## config.mk

```make
export PLATFORM = sky130hd
export DESIGN_NAME = flash_nvram_slot_log
export DESIGN_NICKNAME = d
export VERILOG_FILES = /design/src/hdl/flsl_pkg.sv /design/src/hdl/flash_nvram_slot_log.sv /design/src/hdl/flsl_in_reg.sv /design/src/hdl/flsl_core.sv
export VERILOG_INCLUDE_DIRS = /design/src /design/src/hdl
export SDC_FILE = /design/constraint.sdc
export NUM_CORES = 1
export LEC_CHECK = 0
export ABC_AREA = 1
export ABC_CLOCK_PERIOD_IN_PS = 6450
export BUFFER_PORTS_ARGS = -buffer_cell sky130_fd_sc_hd__buf_2
export CAP_MARGIN = 20
export CORE_MARGIN = 2
export CORE_UTILIZATION = 65
export CTS_CLUSTER_SIZE = 24
export DETAILED_ROUTE_END_ITERATION = 12
export PLACE_DENSITY = 0.92
export SETUP_SLACK_MARGIN = 0.3
export SLEW_MARGIN = 20
export SYNTH_ARGS = -nofsm -noshare
export SYNTH_HDL_FRONTEND = slang
export SYNTH_SLANG_ARGS = --single-unit
```

## constraint.sdc

```tcl
create_clock -name clk -period 6.45 [get_ports clk]
set_input_delay 0.9675 -clock clk [delete_from_list [all_inputs] [get_ports clk]]
set_output_delay 0.9675 -clock clk [all_outputs]
set_load 0.01 [all_outputs]
```

## src/hdl/flash_nvram_slot_log_assert.svh

```systemverilog
`ifndef FLASH_NVRAM_SLOT_LOG_ASSERT_SVH
`define FLASH_NVRAM_SLOT_LOG_ASSERT_SVH

`ifndef ASSERT_OFF
`define FLSL_ASSERT(lbl, prop, msg) \
  lbl: assert property (@(posedge clk) disable iff (rst) prop) else $error(msg);
`define FLSL_ASSERT_ALWAYS(lbl, prop, msg) \
  lbl: assert property (@(posedge clk) prop) else $error(msg);
`else
`define FLSL_ASSERT(lbl, prop, msg)
`define FLSL_ASSERT_ALWAYS(lbl, prop, msg)
`endif

`endif

```

## src/hdl/flsl_pkg.sv

```systemverilog
package flsl_pkg;

  localparam int RECORD_BYTES = 16;
  localparam int MAX_SLOTS    = 256;
  localparam int REC_IDX_W    = (RECORD_BYTES > 1) ? $clog2(RECORD_BYTES) : 1;
  localparam int SLOT_W       = 8;
  localparam int CNT_W        = 9;
  localparam int BYTE_W       = 8;

  localparam logic [CNT_W-1:0] SLOT_COUNT_RESET = CNT_W'(MAX_SLOTS);

  typedef enum logic [2:0] {
    KIND_SCAN   = 3'd0,
    KIND_LOAD   = 3'd1,
    KIND_SAVE   = 3'd2,
    KIND_COMMIT = 3'd3,
    KIND_READ   = 3'd4
  } kind_t;

  typedef enum logic [1:0] {
    ACT_NONE        = 2'd0,
    ACT_WRITE       = 2'd1,
    ACT_ERASE_WRITE = 2'd2,
    ACT_SCAN_DONE   = 2'd3
  } action_t;

  typedef struct packed {
    logic [2:0]        kind;
    logic              slot_empty;
    logic [3:0]        byte_index;
    logic [BYTE_W-1:0] byte_value;
    logic              last_byte;
    logic              op_ok;
  } item_t;

  typedef struct packed {
    action_t           action;
    logic [SLOT_W-1:0] target_slot;
    logic [BYTE_W-1:0] read_data;
    logic              ready_res;
  } result_t;

  function automatic logic [CNT_W-1:0] live_slots(input logic [CNT_W-1:0] cnt);
    logic [CNT_W-1:0] res;
    if (cnt == '0) begin
      res = CNT_W'(1);
    end else if (32'(cnt) > MAX_SLOTS) begin
      res = CNT_W'(MAX_SLOTS);
    end else begin
      res = cnt;
    end
    return res;
  endfunction

endpackage

```

## src/hdl/flash_nvram_slot_log.sv

```systemverilog
// channel  | handshake              | beat
// ---------+------------------------+---------------------------------------------
// command  | start & !busy          | kind, slot_empty, byte_index, byte_value,
//          |                        | last_byte, op_ok
// result   | done (one cycle)       | action, target_slot, read_data, ready_res
// config   | cfg_valid & cfg_ready  | cfg_data (slot count)
//
// One command per cycle while busy is low; done and the result are registered
// through the input register, then one decision stage into the result register.
// busy is high from reset until the first edge with rst low; no clearing pass,
// the record stores start unwritten.
// Results cannot be stalled by the receiver.
`include "flash_nvram_slot_log_assert.svh"

module flash_nvram_slot_log
  import flsl_pkg::*;
(
  input  logic              clk,
  input  logic              rst,
  input  logic              start,
  output logic              busy,
  input  logic [2:0]        kind,
  input  logic              slot_empty,
  input  logic [3:0]        byte_index,
  input  logic [BYTE_W-1:0] byte_value,
  input  logic              last_byte,
  input  logic              op_ok,
  output logic              done,
  output logic [1:0]        action,
  output logic [SLOT_W-1:0] target_slot,
  output logic [BYTE_W-1:0] read_data,
  output logic              ready_res,
  input  logic              cfg_valid,
  output logic              cfg_ready,
  input  logic [CNT_W-1:0]  cfg_data
);

  item_t   item_in, item;
  logic    item_valid;
  result_t res;

  always_ff @(posedge clk) begin
    if (rst) begin
      busy <= 1'b1;
    end else begin
      busy <= 1'b0;
    end
  end

  assign cfg_ready = !busy;

  assign item_in.kind       = kind;
  assign item_in.slot_empty = slot_empty;
  assign item_in.byte_index = byte_index;
  assign item_in.byte_value = byte_value;
  assign item_in.last_byte  = last_byte;
  assign item_in.op_ok      = op_ok;

  flsl_in_reg u_in_reg (
    .clk        (clk),
    .rst        (rst),
    .load       (start && !busy),
    .item_in    (item_in),
    .item_valid (item_valid),
    .item       (item)
  );

  flsl_core u_core (
    .clk        (clk),
    .rst        (rst),
    .cfg_we     (cfg_valid && cfg_ready),
    .cfg_data   (cfg_data),
    .item_valid (item_valid),
    .item       (item),
    .res_valid  (done),
    .res        (res)
  );

  assign action      = res.action;
  assign target_slot = res.target_slot;
  assign read_data   = res.read_data;
  assign ready_res   = res.ready_res;

  `FLSL_ASSERT(a_result_follows, (start && !busy) |-> ##2 done, "command beat without result")
  `FLSL_ASSERT(a_action_after_scan, (done && action != ACT_NONE) |-> ready_res, "action before scan")
  `FLSL_ASSERT(a_erase_slot0, (done && action == ACT_ERASE_WRITE) |-> (target_slot == '0), "erase not to slot 0")
  `FLSL_ASSERT_ALWAYS(a_busy_in_reset, rst |=> busy, "accepting during reset")

endmodule

```

## src/hdl/flsl_in_reg.sv

```systemverilog
module flsl_in_reg
  import flsl_pkg::*;
(
  input  logic  clk,
  input  logic  rst,
  input  logic  load,
  input  item_t item_in,
  output logic  item_valid,
  output item_t item
);

  always_ff @(posedge clk) begin
    if (rst) begin
      item_valid <= 1'b0;
    end else begin
      item_valid <= load;
    end
  end

  always_ff @(posedge clk) begin
    if (load) begin
      item <= item_in;
    end
  end

endmodule

```

## src/hdl/flsl_core.sv

```systemverilog
module flsl_core
  import flsl_pkg::*;
(
  input  logic             clk,
  input  logic             rst,
  input  logic             cfg_we,
  input  logic [CNT_W-1:0] cfg_data,
  input  logic             item_valid,
  input  item_t            item,
  output logic             res_valid,
  output result_t          res
);

  logic [BYTE_W-1:0] cached [RECORD_BYTES];
  logic [BYTE_W-1:0] staged [RECORD_BYTES];
  logic [BYTE_W-1:0] staged_view [RECORD_BYTES];

  logic [CNT_W-1:0]  slot_count;
  logic [SLOT_W-1:0] current_slot, current_slot_next;
  logic [CNT_W-1:0]  scan_position, scan_position_next;
  logic              scan_done, scan_done_next;
  logic              record_changed, record_changed_next;
  logic [SLOT_W-1:0] pending_slot, pending_slot_next;

  logic [CNT_W-1:0]     live;
  logic [REC_IDX_W-1:0] idx;
  logic                 in_rec;
  logic                 save_wr, load_wr, cache_copy;
  logic                 changed, needs_new;
  logic [CNT_W-1:0]     next_slot;
  result_t              res_next;

  assign live      = live_slots(slot_count);
  assign idx       = REC_IDX_W'(item.byte_index);
  assign in_rec    = 32'(item.byte_index) < RECORD_BYTES;
  assign save_wr   = item_valid && (item.kind == KIND_SAVE) && scan_done && in_rec;
  assign load_wr   = item_valid && (item.kind == KIND_LOAD) && in_rec;
  assign next_slot = {1'b0, current_slot} + 1'b1;

  // staged record as it stands once this save beat is written
  always_comb begin
    changed   = 1'b0;
    needs_new = 1'b0;
    for (int i = 0; i < RECORD_BYTES; i++) begin
      staged_view[i] = (save_wr && idx == REC_IDX_W'(i)) ? item.byte_value : staged[i];
      if (cached[i] != staged_view[i]) changed = 1'b1;
      if ((cached[i] & staged_view[i]) != staged_view[i]) needs_new = 1'b1;
    end
  end

  always_comb begin
    current_slot_next   = current_slot;
    scan_position_next  = scan_position;
    scan_done_next      = scan_done;
    record_changed_next = record_changed;
    pending_slot_next   = pending_slot;
    cache_copy          = 1'b0;
    res_next            = '0;
    res_next.action     = ACT_NONE;
    if (item_valid) begin
      case (item.kind)
        KIND_SCAN: begin
          if (!scan_done) begin
            if (item.slot_empty) begin
              current_slot_next = (scan_position == '0) ? '0 :
                                  SLOT_W'(scan_position - 1'b1);
              scan_done_next    = 1'b1;
            end else begin
              current_slot_next  = SLOT_W'(scan_position);
              scan_position_next = scan_position + 1'b1;
              if (scan_position_next >= live) scan_done_next = 1'b1;
            end
            if (scan_done_next) begin
              res_next.action      = ACT_SCAN_DONE;
              res_next.target_slot = current_slot_next;
            end
          end
        end
        KIND_SAVE: begin
          if (scan_done && item.last_byte) begin
            record_changed_next = changed;
            if (changed) begin
              if (!needs_new) begin
                pending_slot_next = current_slot;
                res_next.action   = ACT_WRITE;
              end else if (next_slot >= live) begin
                pending_slot_next = '0;
                res_next.action   = ACT_ERASE_WRITE;
              end else begin
                pending_slot_next = SLOT_W'(next_slot);
                res_next.action   = ACT_WRITE;
              end
              res_next.target_slot = pending_slot_next;
            end
          end
        end
        KIND_COMMIT: begin
          if (record_changed) begin
            if (item.op_ok) begin
              current_slot_next = pending_slot;
              cache_copy        = 1'b1;
            end
            record_changed_next = 1'b0;
          end
        end
        KIND_READ: begin
          if (in_rec) res_next.read_data = cached[idx];
        end
        default: begin
        end
      endcase
    end
    res_next.ready_res = scan_done_next;
  end

  always_ff @(posedge clk) begin
    if (rst) begin
      slot_count     <= SLOT_COUNT_RESET;
      current_slot   <= '0;
      scan_position  <= '0;
      scan_done      <= 1'b0;
      record_changed <= 1'b0;
      pending_slot   <= '0;
      res_valid      <= 1'b0;
    end else begin
      if (cfg_we) slot_count <= cfg_data;
      current_slot   <= current_slot_next;
      scan_position  <= scan_position_next;
      scan_done      <= scan_done_next;
      record_changed <= record_changed_next;
      pending_slot   <= pending_slot_next;
      res_valid      <= item_valid;
    end
  end

  always_ff @(posedge clk) begin
    res <= res_next;
    if (save_wr) staged[idx] <= item.byte_value;
    if (cache_copy) begin
      for (int i = 0; i < RECORD_BYTES; i++) cached[i] <= staged[i];
    end else if (load_wr) begin
      cached[idx] <= item.byte_value;
    end
  end

endmodule
```

# Word-level counts from Yosys, hierarchy flattened
# Memory sizes are Yosys's and may differ from the RTL's. A register that Yosys moved wholly into a read port is not among the register bits.
# Index checks and enable logic that the tools add are counted.
# totals
reg_bits,68
ram_bits,256
inputBits,31
out_inout_bits,22
elab_cells,225
n_memories,2
# op_classes
n_addsub,3
magnitude_cmp,3
n_eq_ne,55
mux,90
bitwise_logic,18
reduce_logical,36
# mem_list
name,words,word_bits,read_ports,rd_ports_with_merged_regs,wr,line,rtl
u_core.cached,16,8,17,1,16,flsl_core.sv:14,logic [BYTE_W-1:0] cached [RECORD_BYTES];
u_core.staged,16,8,16,0,1,flsl_core.sv:15,logic [BYTE_W-1:0] staged [RECORD_BYTES];
# ops
operator,count
8-bit inequality test,32
8-bit two-way mux,24
8-bit bitwise AND,16
1-bit two-way mux,54
10-bit two-way mux,4
"4-bit == test, second input constant",8
1-bit logical AND,22
10-bit one-hot mux with 2 select lines,1
9-bit >= comparator,2
9-bit zero test,2
9-bit two-way mux,2
"4-bit by 3-bit == test with 1-bit output, second input constant",4
8-bit one-hot mux with 2 select lines,1
"8-bit by 1-bit adder with 9-bit output, second input constant",1
"9-bit by 1-bit adder with 9-bit output, second input constant",1
"9-bit greater-than comparator, second input constant",1
"4-bit by 2-bit == test with 1-bit output, second input constant",2
4-bit AND reduction,2
8-bit OR reduction,1
"8-bit by 1-bit subtractor with 8-bit output, second input constant",1
"3-bit by 2-bit == test with 1-bit output, second input constant",2
"2-bit inequality test, second input constant",3
5-bit AND reduction,1
"4-bit by 1-bit == test with 1-bit output, second input constant",1
13 further kinds,17

# Logic depth before layout (Yosys ltp)
# Gate-level depths: netlist of run 1.
# depth
depth_word,27
mapped_depth,24
depth_no_buf,22

# Cells and area by module
# Synthesis of run 1 repeated with hierarchy kept, for this count alone.
# hier_totals
hier_cells,2041
area_unflattened_um2,18208.7
# by_module_without_submodules
mod,n_inst,cells_per_inst,area_per_inst_um2,seq_area_each_um2
flsl_core,1,2014,17599.4,8808.4
flsl_in_reg,1,21,570.5,560.5
flash_nvram_slot_log,1,6,38.8,20.0

# Least setup slack after synthesis of run 1
# Ideal clock, no wire load.
# synth_path
path_kind,flip-flop to flip-flop
start,reg u_in_reg.item[17] (netlist name)
end,reg u_core.res[10] (netlist name)
setup_ps,67
arrival_time_ps,2867
required_ps,6383
slack_ps,3516
stages_incl_launch_ff,24
path_buffers,3
period_less_slack_ps,2934
cell_sequence,edfxtp_1 nor2_2 inv_1 nor2_1 inv_2 nor3_4 buf_12 nand2_4 buf_6 nand2_1 o21ai_1 ha_1 nor2_1 nand2_1 nor2_1 nand2_1 nor2_1 nand2_2 nor2_8 nor2_4 nor2_8 buf_8 nand2_2 a21oi_2
# synth_between
elab_chain_len,27
word_cells_on_any_way,120
cone_classes,33 x eq/ne; 52 x mux; 16 x bitwise; 19 x reduce/logical
# synth_rtl
element,line,rtl
3-bit by 2-bit == test with 1-bit output,"flsl_core.sv:36, flsl_core.sv:61",
1-bit logical AND (2 in series),flsl_core.sv:36,assign save_wr = item_valid && (item.kind == KIND_SAVE) && scan_done && in_rec;
1-bit logical AND,flsl_core.sv:45,staged_view[i] = (save_wr && idx == REC_IDX_W'(i)) ? item.byte_value : staged[i];
8-bit two-way mux,flsl_core.sv:45,
8-bit bitwise AND,flsl_core.sv:47,if ((cached[i] & staged_view[i]) != staged_view[i]) needs_new = 1'b1;
8-bit inequality test,flsl_core.sv:47,
1-bit two-way mux (16 in series),flsl_core.sv:47,
8-bit two-way mux,flsl_core.sv:83,if (!needs_new) begin
10-bit two-way mux,flsl_core.sv:82,if (changed) begin
10-bit two-way mux,flsl_core.sv:80,if (scan_done && item.last_byte) begin
10-bit one-hot mux with 2 select lines (*),flsl_core.sv:61,case (item.kind)
# Mark *: on every way between the ends. The rest lies on a longest branch, timed or not.
# A chain may end at the register's enable or synchronous reset.

# Worst setup path after layout of run 1
# layout_path
start,reg u_in_reg.item[17] (netlist name)
end,reg u_core.pending_slot[5]
# layout_between
elab_chain_len,24
word_cells_on_any_way,117
cone_classes,33 x eq/ne; 49 x mux; 16 x bitwise; 19 x reduce/logical
# layout_rtl
element,line,rtl
3-bit by 2-bit == test with 1-bit output (*),"flsl_core.sv:36, flsl_core.sv:61",
1-bit logical AND (2 in series),flsl_core.sv:36,
1-bit logical AND,flsl_core.sv:45,
8-bit two-way mux,flsl_core.sv:45,
8-bit bitwise AND,flsl_core.sv:47,
8-bit inequality test,flsl_core.sv:47,
1-bit two-way mux (16 in series),flsl_core.sv:47,
8-bit two-way mux,flsl_core.sv:83,
to (signal assigned),flsl_core.sv:131,pending_slot <= pending_slot_next;
to (decl),flsl_core.sv:23,"logic [SLOT_W-1:0] pending_slot, pending_slot_next;"
# Marks and branches as above.

==> metrics.csv, run 1 <==
stage,metric,value,unit
sta,period_minus_slack,4.44,ns
sta,hold_viol_final,0,
sta,hold-worst-slack,0.484,ns
placement,finalWeightedCongestion,0.984,
global_route,grt_pass1_wl,80100,um
final_layout,final_area,0.0200,mm2
synthesis,synth_seq_cells,332,
floorplanning,rows,61,
clock_network,clk_pin_slew,0.06,ns
worst_setup_path,worstSetupPathType,reg -> reg,
sta,period_share,0.688,
placement,dp_hpwl,37500,um
run,drv_cap,0,
power_and_ir_drop,power_density,228,mW/mm2
floorplanning,die_y,172,um
synthesis,synth_seq_area_share,0.512,
route,routed_wl,53500,um
placement,placed_area,0.0188,mm2
clock_network,cts_num_sinks,332,
power_and_ir_drop,p_sw_frac,0.220,
sta,worst_slew_margin_rel,0.257,
clock_network,cts_setup_buffers,0,
worst_setup_path,critPathMaxStageDelay,0.65,ns
floorplanning,initial_core_util,0.660,
final_layout,nFillCells,2044,
global_route,antenna_found_initial,0,
power_and_ir_drop,switchingPower,1.00,mW
route,drt_pass1_iterations,8,
synthesis,syn_nets,2201,
route,drt-wirelength-per-cell,21.7,um
placement,place_ws,2.25,ns
sta,setup_viol_count_final,0,
power_and_ir_drop,p_total,4.56,mW
power_and_ir_drop,combPwrFrac,0.038,
final_layout,area_growth,8.80,%
global_route,grtUsageTotal,0.364,
route,first_iter_violations,2390,
power_and_ir_drop,clock_power_share,0.452,
sta,clock.fmax,225,MHz
min_path,min_path_cells,2,
global_route,grt.overflow.total,0,
global_route,grt_pass1_vias,14213,
global_route,grt_max_degree,37,
outcome,status,completed,
sta,rsz0062_at_grt,no,
clock_network,cts_buffers,36,
route,ant_nets,0,
route,drc_errors,0,
route,vias,15318,
sta,worstMarginPinSlew,1.11,ns
clock_network,clockBufferDepth,3,
sta,fin_skew,0.0145,ns
floorplanning,die_w,172,um
final_layout,regArea,0.00939,mm2
floorplanning,die_area,0.0296,mm2
clock_network,cts_max_level,2,
clock_network,cts_root_buffer,clkbuf_16,
sta,slew_viol_final,0,
placement,port_buffers,52,
sta,finalWorstSetupSlack,2.01,ns
worst_setup_path,cp-start-kind,flip-flop,
power_and_ir_drop,p_leak,9.20,nW
final_layout,drive_above_1_share,0.0893,
worst_setup_path,required,6.92,ns
worst_setup_path,end_kind,flip-flop,
power_and_ir_drop,p_int,3.56,mW
worst_setup_path,crit_path_frequent_cell,nand2_1,
final_layout,multi_input_area,0.00768,mm2
synthesis,synth.cell_area,0.0183,mm2
power_and_ir_drop,vdd_drop_max,0.234,mV
worst_setup_path,r2r_slack,2.01,ns
worst_setup_path,crit_slowest_cell,nor3_4,
route,viasPerCell,6.22,
synthesis,syn_inst,2021,
worst_setup_path,crit_chain,"nor2_2, inv_1, nor2_1, inv_2, nor3_4, nand2_1, nand2_1, o21ai_0, ha_1, nand2_1, nor2_1, nand2_1, nor2_1, nand2_1, nor2_1, nand2_1, nand2_1, inv_1, nand2_1, nand3_1, nand2_1",
clock_network,cts_tree,built,
floorplanning,coreArea,0.0278,mm2
worst_setup_path,reg2reg_depth,21,
power_and_ir_drop,seq_power_share,0.509,
clock_network,cts_resized,0,
synthesis,synth.avg_cell_area,9.08,um2
synthesis,yosys_warnings,0,
clock_network,cts_hold_buf,0,
clock_network,clock_latency,0.53,ns
worst_setup_path,critical_path_arrival,4.90,ns
floorplanning,pin_count,53,
synthesis,synth.distinct_cells,38,
final_layout,nNetsFinal,2234,
worst_setup_path,crit_path_max_fanout,17,
sta,setup_tns,0,ns
min_path,min_path_type,reg -> reg,
-- sequential cells by signal (all words and copies together) (netlist names) --
signal,flops
u_core.res,19
u_core.res_valid,1
u_core.scan_done,1
u_core.scan_position,9
u_in_reg.item,18
u_core.record_changed,1
u_core.current_slot,8
u_core.staged,128
u_core.cached,128
u_core.slot_count,9
u_core.pending_slot,8
u_in_reg.item_valid,1
busy,1
-- routing by layer --
layer	GRT usage	routed length, um	part of all wire	vias up
met1	0.463	19400	0.36	7017
met4	0.189	3200	0.060	0
met2	0.590	24200	0.45	1121
met5	0	0	0	-
li1	-	-	-	6950
met3	0.0769	6650	0.12	230
-- worst max-delay path, delay by kind of cell, from the launching register on --
| kind | cells | cell delay, ns |
|---|---|---|
| flops | 1 | 0.44 |
| fa+ha+maj | 1 | 0.37 |
| simple gates | 16 | 3.24 |
| compound gates | 1 | 0.10 |
| buf+inv | 3 | 0.21 |
-- cell families (layout without fill, tap and decap cells) --
logic type,after synthesis,count (layout),share of synthesized area
other cells,0,1,0
buf+inv,294,355,0.0696
flops,332,332,0.512
fa+ha+maj,149,149,0.102
simple gates,785,785,0.179
xor+xnor,10,10,0.00478
compound gates,451,451,0.133
-- Yosys cell counts --
library cell    n  area share
a21oi_1        51       0.014
a21oi_2         1     0.00048
a41oi_1         8      0.0038
buf_12          1      0.0011
buf_2          11      0.0030
buf_4           1     0.00041
buf_6          17       0.010
buf_8           1     0.00082
clkbuf_1       53       0.011
clkinv_1        2     0.00041
dfxtp_1        58       0.063
edfxtp_1      274        0.45
ha_1          149        0.10
inv_1         205       0.042
inv_2           3     0.00061
nand2_1       493        0.10
nand2_2         5      0.0017
nand2_4        18       0.011
nand3_1        36      0.0098
nand3b_1        4      0.0016
nand4_1        10      0.0034
nor2_1        197       0.040
nor2_2          2     0.00068
nor2_4          2      0.0012
nor2_8          2      0.0022
nor3_1         12      0.0033
nor3_4          2      0.0018
nor4_1          2     0.00068
o211ai_1        1     0.00041
o21a_1          1     0.00041
o21ai_0       226       0.062
o21ai_1        81       0.022
o21ai_2        16      0.0076
o221ai_2        1     0.00082
o22ai_1        64       0.022
o31ai_1         1     0.00041
xnor2_1         1     0.00048
xor2_1          9      0.0043
-- area by class of cell --
cell class              count  area share
clock buffers              48      0.0495
diodes                      1    0.000125
multi-input cells        1395       0.385
flip-flops and latches    332       0.470
clock inverters            18     0.00884
well taps                 378      0.0237
inverters                 210      0.0395
repair buffers             79      0.0232
-- through the flow --
step            util  std cells
2_1_floorplan      -       2021
3_3_place_gp   0.676       2394
3_5_place_dp   0.676       2394
4_1_cts        0.718       2460
5_1_grt        0.718       2460
6_report       0.718       2461
-- final timing paths --
check	from	end
max reg2reg	u_in_reg.item[17]	u_core.pending_slot[5]
min reg2reg	u_core.slot_count[1]	u_core.slot_count[1]
min	u_core.slot_count[1]	u_core.slot_count[1]
max	u_in_reg.item[17]	u_core.pending_slot[5]
-- power by group through the flow --
stage               Combinational [mW]  Clock, mW  Sequential [mW]
finish                           0.174       2.06             2.32
global route                     0.181       2.15             2.32
CTS                              0.167       2.06             2.32
detailed placement               0.166          0             2.37
global placement                 0.163          0             2.37
floorplan                       0.0891          0             2.37
-- placed cells by master (no fill, tap or decap), types with 16 or more instances in the layout --
cell,netlist,routed
o21ai_2,16,16
buf_2,11,52
clkbuf_16,0,37
o21ai_0,226,226
ha_1,149,149
o21ai_1,81,81
nand2_4,18,18
nor2_1,197,197
a21oi_1,51,51
nand3_1,36,36
buf_4,1,27
edfxtp_1,274,274
nand2_1,493,493
inv_1,205,205
o22ai_1,64,64
dfxtp_1,58,58
(Power assumes the default switching activity.)
==> run 2, diff against run 1 <==
--- a/config.mk
+++ b/config.mk
@@ -6,15 +6,15 @@
 export SDC_FILE = /design/constraint.sdc
 export NUM_CORES = 1
 export LEC_CHECK = 0
-export ABC_AREA = 1
-export ABC_CLOCK_PERIOD_IN_PS = 6450
+export ABC_AREA = 0
+export ABC_CLOCK_PERIOD_IN_PS = 4000
 export BUFFER_PORTS_ARGS = -buffer_cell sky130_fd_sc_hd__buf_2
 export CAP_MARGIN = 20
 export CORE_MARGIN = 2
-export CORE_UTILIZATION = 65
+export CORE_UTILIZATION = 57
 export CTS_CLUSTER_SIZE = 24
 export DETAILED_ROUTE_END_ITERATION = 12
-export PLACE_DENSITY = 0.92
+export PLACE_DENSITY = 0.86
 export SETUP_SLACK_MARGIN = 0.3
 export SLEW_MARGIN = 20
 export SYNTH_ARGS = -nofsm -noshare
==> constraint.sdc (replaced) <==
create_clock -name clk -period 4 [get_ports clk]
set_input_delay 0.6 -clock clk [delete_from_list [all_inputs] [get_ports clk]]
set_output_delay 0.6 -clock clk [all_outputs]
set_load 0.01 [all_outputs]
==> run 2 against run 1 <==
Compared with the run above: the flow now finishes with violations (negative setup slack); critical path depth shrank 6; clock skew rose by 0.0040 ns; via count is 15% lower; clock power grew 65%; sequential cell count unchanged; count of clock-buffer cells in the layout increased by 2; area after synthesis about the same; core utilization down 1.8 points; first-iteration DRC count is 34% lower; non-clock buffer count up 119; cell count down 19%.
==> metrics.csv, run 2 <==
stage,metric,value,unit
placement,finalWeightedCongestion,1.03,
floorplanning,rows,65,
sta,period_minus_slack,4.12,ns
final_layout,layout_common_cells,"edfxtp_1 (274), mux2_2 (222), inv_1 (145)",
synthesis,synth_top_flop_cell,edfxtp_1,
synthesis,synthAdderAreaFrac,0.102,
global_route,antenna_found_initial,2,
sta,hold_viol_final,0,
synthesis,synth.avg_cell_area,13.1,um2
worst_setup_path,crit_path_frequent_cell,buf_4,
worst_setup_path,worstSetupPathType,reg -> reg,
clock_network,cts_tree,built,
min_path,min_path_type,in -> reg,
worst_setup_path,reg2reg_depth,15,
synthesis,synth_seq_area_share,0.512,
final_layout,drive_above_1_share,0.405,
synthesis,synth_top_family_by_area,multiplexers,
worst_setup_path,required,4.44,ns
sta,period_share,1.03,
route,first_iter_violations,1577,
final_layout,area_growth,20.8,%
sta,setup_viol_count_final,16,
synthesis,synth_top_area_frac,0.449,
route,drt_pass1_iterations,5,
route,vias,13044,
worst_setup_path,end_kind,flip-flop,
route,drt-wirelength-per-cell,27.8,um
min_path,min_from,byte_value[6],
floorplanning,initial_core_util,0.580,
run,drv_cap,0,
route,routed_wl,55600,um
min_path,min_delay_worst_endpoint,u_in_reg.item[8],
global_route,grtUsageTotal,0.325,
floorplanning,die_y,183,um
placement,dp_hpwl,38700,um
sta,worstMarginPinSlew,1.01,ns
worst_setup_path,crit_chain,"nor2b_1, nand2_8, buf_6, nor2_4, buf_4, mux2_2, ha_1, nor4_2, nand4_1, buf_4, nor4_4, buf_4, nand3_1, and2_1, o32ai_2",
outcome,violations,negative setup slack,
clock_network,cts_max_level,2,
route,drc_errors,0,
floorplanning,die_w,183,um
placement,placed_area,0.0198,mm2
min_path,min_path_cells,1,
synthesis,synthMuxAreaShare,0.209,
floorplanning,coreArea,0.0316,mm2
sta,worst_slew_margin_rel,0.318,
synthesis,syn_nets,1576,
worst_setup_path,crit_slowest_cell,edfxtp_1,
final_layout,instances_no_fill,1999,
power_and_ir_drop,p_leak,8.65,nW
global_route,grt_pass1_wl,80500,um
sta,clock.fmax,243,MHz
synthesis,yosys_warnings,0,
synthesis,synth_common_cells,"edfxtp_1 (274), mux2_2 (242), ha_1 (149)",
synthesis,synth_xor_area_frac,0.0143,
final_layout,nFillCells,2019,
synthesis,yosysMostFrequentCell,edfxtp_1,
final_layout,utilization,0.701,
synthesis,synth_compound_area_frac,0.0310,
synthesis,synth.cell_area,0.0183,mm2
worst_setup_path,r2r_slack,-0.12,ns
clock_network,cts_root_buffer,clkbuf_16,
final_layout,nNetsFinal,1749,
global_route,grt_max_degree,49,
placement,port_buffers,52,
synthesis,synth_seq_cells,332,
placement,placed_cells,1872,
clock_network,clk_pin_slew,0.06,ns
synthesis,synth-edff-count,274,
sta,fin_skew,0.0185,ns
worst_setup_path,r2r-start,u_in_reg.item[11],
clock_network,clock_latency,0.53,ns
global_route,grt.overflow.total,0,
worst_setup_path,worst_r2r_endpoint,u_core.pending_slot[1],
outcome,status,"complete, but fails checks",
sta,rsz0062_at_grt,yes,
final_layout,final_area,0.0222,mm2
worst_setup_path,critPathMaxStageDelay,0.53,ns
power_and_ir_drop,vdd_drop_max,0.384,mV
worst_setup_path,cp-start-kind,flip-flop,
clock_network,clockBufferDepth,3,
worst_setup_path,crit_path_max_fanout,7,
route,viasPerCell,6.53,
synthesis,ys_async_sr_fraction,0,
synthesis,synth_area_leaders,"edfxtp_1 (45%), mux2_2 (15%), ha_1 (10%)",
power_and_ir_drop,p_total,7.39,mW
sta,finalWorstSetupSlack,-0.117,ns
synthesis,synth.distinct_cells,58,
power_and_ir_drop,power_density,333,mW/mm2
route,ant_nets,0,
synthesis,yosys.area_share.simple,0.0879,
clock_network,cts_hold_buf,0,
floorplanning,pin_count,53,
clock_network,cts_num_sinks,332,
sta,slew_viol_final,0,
final_layout,reg.largest.list,"u_core.cached (128), u_core.staged (128), u_core.res (19)",
synthesis,syn_inst,1396,
clock_network,cts_buffers,37,
worst_setup_path,critical_path_arrival,4.56,ns
floorplanning,die_area,0.0336,mm2
synthesis,synth_largest_area_cell,edfxtp_1,
final_layout,final_common_cell,edfxtp_1,
global_route,grt_pass1_vias,12910,
run 2: changes by cell type after synthesis, sizes merged, moves of 40 or more:
cell   delta
nor4     +45
o22ai    -64
o21ai   -311
mux2    +258
mux4     +40
inv      -63
nor2    -153
nand2   -445
run 2: cells by family after synthesis:
kind of cell | after synthesis
fa+ha+maj | 149
xor+xnor | 30
buf+inv | 211
flops | 332
compound gates | 85
simple gates | 288
mux | 301
run 2: cell type report:
class	count	area (um2)	share of cell area
Clock buffer	50	1030	0.0463
Sequential cell	332	9390	0.424
Timing Repair Buffer	198	1580	0.0714
Antenna cell	1	2.50	0.000113
Tap cell	402	503	0.0227
Multi-Input combinational cell	854	8950	0.404
Inverter	146	548	0.0247
Clock inverter	16	164	0.00739
run 2: worst max path at each step:
stage | cells after the start | startpoint | to
after global routing | 16 | u_in_reg.item[17] | u_core.res[12]
after detailed placement | 14 | u_in_reg.item[17] | u_core.res[12]
after CTS | 16 | u_in_reg.item[17] | u_core.res[12]
after floorplan | 14 | u_in_reg.item[17] | u_core.pending_slot[5]
final | 15 | u_in_reg.item[11] | u_core.pending_slot[1]
after global placement | 14 | u_in_reg.item[17] | u_core.pending_slot[0]
run 2: report_power, final:
group / internal, mW / switching [mW] / total, mW / leakage (nW)
registers: 3.73 / 0.0210 / 3.75 / 2.94
logic: 0.0906 / 0.157 / 0.247 / 5.13
clock network: 2.00 / 1.40 / 3.40 / 0.585
total: 5.81 / 1.58 / 7.39 / 8.65
run 2: repair_timing:
item / CTS / global route
setup endpoints to repair: 19 / 19
pin swaps: 36 / 45
gates resized for setup: 63 / 70
cloned: 1 / 0
setup buffers: 34 / 25
run 2: stage by stage:
stage	TNS (ns)	setup slack (ns)	hold slack, ns
2_1_floorplan	0	0.167	0.432
3_3_place_gp	-1.81	-0.130	0.446
3_5_place_dp	-3.47	-0.278	0.452
4_1_cts	0	0.0481	0.235
5_1_grt	-2.06	-0.176	0.238
6_report	-0.984	-0.117	0.246
run 2: worst max-delay path, delay by kind of cell, from the launching register on:
family	cells	cell delay (ns)
adder cells (fa/ha/maj)	1	0.20
AO/OA/AOI/OAI	1	0.27
flip-flops	1	0.53
AND/OR/NAND/NOR	8	1.92
buffers and inverters	4	0.75
multiplexers	1	0.34
run 2: metal layers:
layer | GRT usage | share of wire | vias to the layer above | wire (um)
li1 | - | - | 5572 | -
met1 | 0.420 | 0.37 | 6361 | 20600
met2 | 0.514 | 0.46 | 866 | 25500
met3 | 0.0689 | 0.10 | 243 | 5760
met4 | 0.176 | 0.068 | 2 | 3760
met5 | 0 | 0.00027 | - | 15
==> run 3, diff against run 2 <==
==> constraint.sdc (replaced) <==
create_clock -name clk -period 4 [get_ports clk]
set_input_delay 0 -clock clk [delete_from_list [all_inputs] [get_ports clk]]
set_output_delay 0 -clock clk [all_outputs]
set_load 0.01 [all_outputs]
==> run 3 against run 2 <==
Compared with the run above: core utilization is 2.0 points higher; non-clock buffer count is 56 higher; wire length is 5.2% higher; worst setup slack better by 0.038 ns; sequential power hardly changed; cell area is 2.9% higher; largest power group unchanged; the flow still finishes with violations (negative setup slack); critical path depth is 2 higher; sequential cell count stayed put; combinational power is 16% higher; clock skew is 0.0079 ns higher; cell count is 2.8% higher.
==> metrics.csv, run 3 (synthesis results as in run 2) <==
stage,metric,value,unit
worst_setup_path,worstSetupPathType,reg -> reg,
final_layout,nFillCells,1905,
sta,setup_viol_count_final,13,
worst_setup_path,crit_chain,"and2b_2, nand2b_4, nor2_4, buf_12, nand2_8, buf_6, nor2_4, buf_4, buf_4, mux2_2, ha_1, nor4_2, nand4_1, or4_4, nor2_4, o21ai_4, o32ai_2",
sta,fin_skew,0.0264,ns
final_layout,utilization,0.721,
power_and_ir_drop,p_total,7.46,mW
final_layout,drive_above_1_share,0.406,
clock_network,cts_tree,built,
worst_setup_path,r2r_slack,-0.08,ns
route,vias,13622,
final_layout,nNetsFinal,1805,
worst_setup_path,end_kind,flip-flop,
clock_network,cts_num_sinks,332,
worst_setup_path,crit_path_start,u_in_reg.item[17],
sta,finalWorstSetupSlack,-0.0788,ns
global_route,grtUsageMet1,0.427,
floorplanning,die_area,0.0336,mm2
placement,port_buffers,52,
route,routed_wl,58500,um
sta,hold_viol_final,0,
route,drt_pass1_iterations,8,
sta,rsz0062_at_grt,yes,
worst_setup_path,cp-start-kind,flip-flop,
global_route,grtUsageTotal,0.336,
global_route,grt.overflow.total,0,
sta,period_share,1.02,
floorplanning,rows,65,
global_route,busiest_layer,met2,
worst_setup_path,critical_path_arrival,4.51,ns
final_layout,layout_common_cells,"edfxtp_1 (274), mux2_2 (221), inv_1 (145)",
worst_setup_path,endpoint,u_core.res[12],
worst_setup_path,required,4.44,ns
sta,worst_slew_margin_rel,0.386,
route,drc_errors,0,
global_route,grt_pass1_wl,83000,um
power_and_ir_drop,power_density,327,mW/mm2
floorplanning,pin_count,53,
worst_setup_path,critPathMaxStageDelay,0.54,ns
global_route,use_met3,0.0802,
clock_network,cts_root_buffer,clkbuf_16,
floorplanning,coreArea,0.0316,mm2
outcome,violations,negative setup slack,
worst_setup_path,worst-path-buf-inv,4,
placement,placed_cells,1872,
power_and_ir_drop,p_leak,8.95,nW
min_path,min_path_type,in -> reg,
clock_network,cts_max_level,2,
clock_network,clockBufferDepth,3,
clock_network,clock_latency,0.54,ns
final_layout,reg.largest.list,"u_core.cached (128), u_core.staged (128), u_core.res (19)",
worst_setup_path,reg2reg_depth,17,
worst_setup_path,cp_num_cells,17,
power_and_ir_drop,p_int,5.84,mW
placement,dp_hpwl,38700,um
worst_setup_path,crit_path_frequent_cell,nor2_4,
route,first_iter_violations,1903,
sta,period_minus_slack,4.08,ns
final_layout,final_common_cell,edfxtp_1,
route,viasPerCell,6.63,
global_route,grt_pass1_vias,13337,
global_route,grt_max_degree,49,
worst_setup_path,path_delay_family,simple AND/OR/NAND/NOR gates,
outcome,status,"complete, but fails checks",
global_route,grtUsageMet2,0.528,
final_layout,area_growth,24.3,%
floorplanning,die_y,183,um
sta,worstMarginPinSlew,0.922,ns
power_and_ir_drop,seq_power_share,0.502,
clock_network,cts_buffers,37,
floorplanning,initial_core_util,0.580,
worst_setup_path,r2r-start,u_in_reg.item[17],
placement,place_ws,-0.278,ns
sta,clock.fmax,245,MHz
sta,slew_viol_final,0,
route,ant_nets,0,
final_layout,instances_no_fill,2055,
global_route,antenna_found_initial,1,
power_and_ir_drop,clock_power_share,0.459,
final_layout,regArea,0.00939,mm2
clock_network,clk_pin_slew,0.07,ns
power_and_ir_drop,vdd_drop_max,0.386,mV
final_layout,multi_input_area,0.00900,mm2
power_and_ir_drop,p_sw_frac,0.217,
route,drt-wirelength-per-cell,28.5,um
worst_setup_path,worst_r2r_endpoint,u_core.res[12],
power_and_ir_drop,switchingPower,1.62,mW
power_and_ir_drop,combPwrFrac,0.038,
floorplanning,die_w,183,um
worst_setup_path,crit_slowest_cell,or4_4,
placement,finalWeightedCongestion,1.03,
run,drv_cap,0,
worst_setup_path,crit_path_max_fanout,8,
-- run 3: cell count changes in the layout (fill, tap and decap cells not counted), moves of 2 or more --
cell,change
ha_1,-5
ha_2,+5
buf_6,+10
nand2_8,+2
buf_8,+2
a21oi_2,-2
a21oi_1,+2
dlygate4sd3_1,+37
buf_4,+6
-- run 3: worst min-delay path by stage --
stage                       start              endpoint  slack [ns]  cells past startpoint
floorplan                     rst                  busy        0.03                      0
global route                start      u_in_reg.item[3]        0.10                      3
global placement    byte_value[7]      u_in_reg.item[9]        0.18                      1
finish                  cfg_valid  u_core.slot_count[8]        0.09                      4
CTS                     cfg_valid  u_core.slot_count[8]        0.06                      4
detailed placement  byte_value[4]      u_in_reg.item[6]        0.18                      1
-- run 3: area by class of cell --
type                       count  share of cell area
timing repair buffer         254              0.0950
sequential                   332               0.412
clock inverter                16             0.00719
antenna                        1            0.000110
tap                          402              0.0221
multi-input combinational    854               0.395
inverter                     146              0.0240
clock buffer                  50              0.0450
-- run 3: layer usage --
layer | routed length, um | vias to the layer above | part of all wire
met3 | 6580 | 289 | 0.11
met4 | 4310 | 0 | 0.074
met2 | 26800 | 970 | 0.46
li1 | - | 5689 | -
met5 | 0 | - | 0
met1 | 20900 | 6674 | 0.36
-- run 3: timing repair --
item,CTS,global route
endpoints found under the hold margin,38,0
cloned,1,1
pin swaps,36,38
gates resized for setup,63,96
hold buffers,37,0
setup buffers,34,43
setup endpoints to repair,19,19
-- run 3: power by group through the flow --
stage               Clock, mW  Combinational (mW)  Sequential [mW]
floorplan                   0               0.130             3.82
global placement            0               0.225             3.82
detailed placement          0               0.231             3.82
CTS                      3.40               0.265             3.74
global route             3.57               0.293             3.75
finish                   3.42               0.286             3.75
-- run 3: tightest hold or removal path, cell delays in order --
cell and delay (ns):
buf_2 0.11, nor2b_1 0.23, nor2_1 0.13, a211o_1 0.12
-- run 3: per-stage QoR --
stage,setup TNS [ns],area [um2],hold slack [ns]
after global routing,-1.93,22800,0.102
after global placement,-1.81,19800,0.178
after detailed placement,-3.47,19800,0.179
after floorplan,0,18500,0.0277
final,-0.428,22800,0.0878
after CTS,0,22000,0.0605
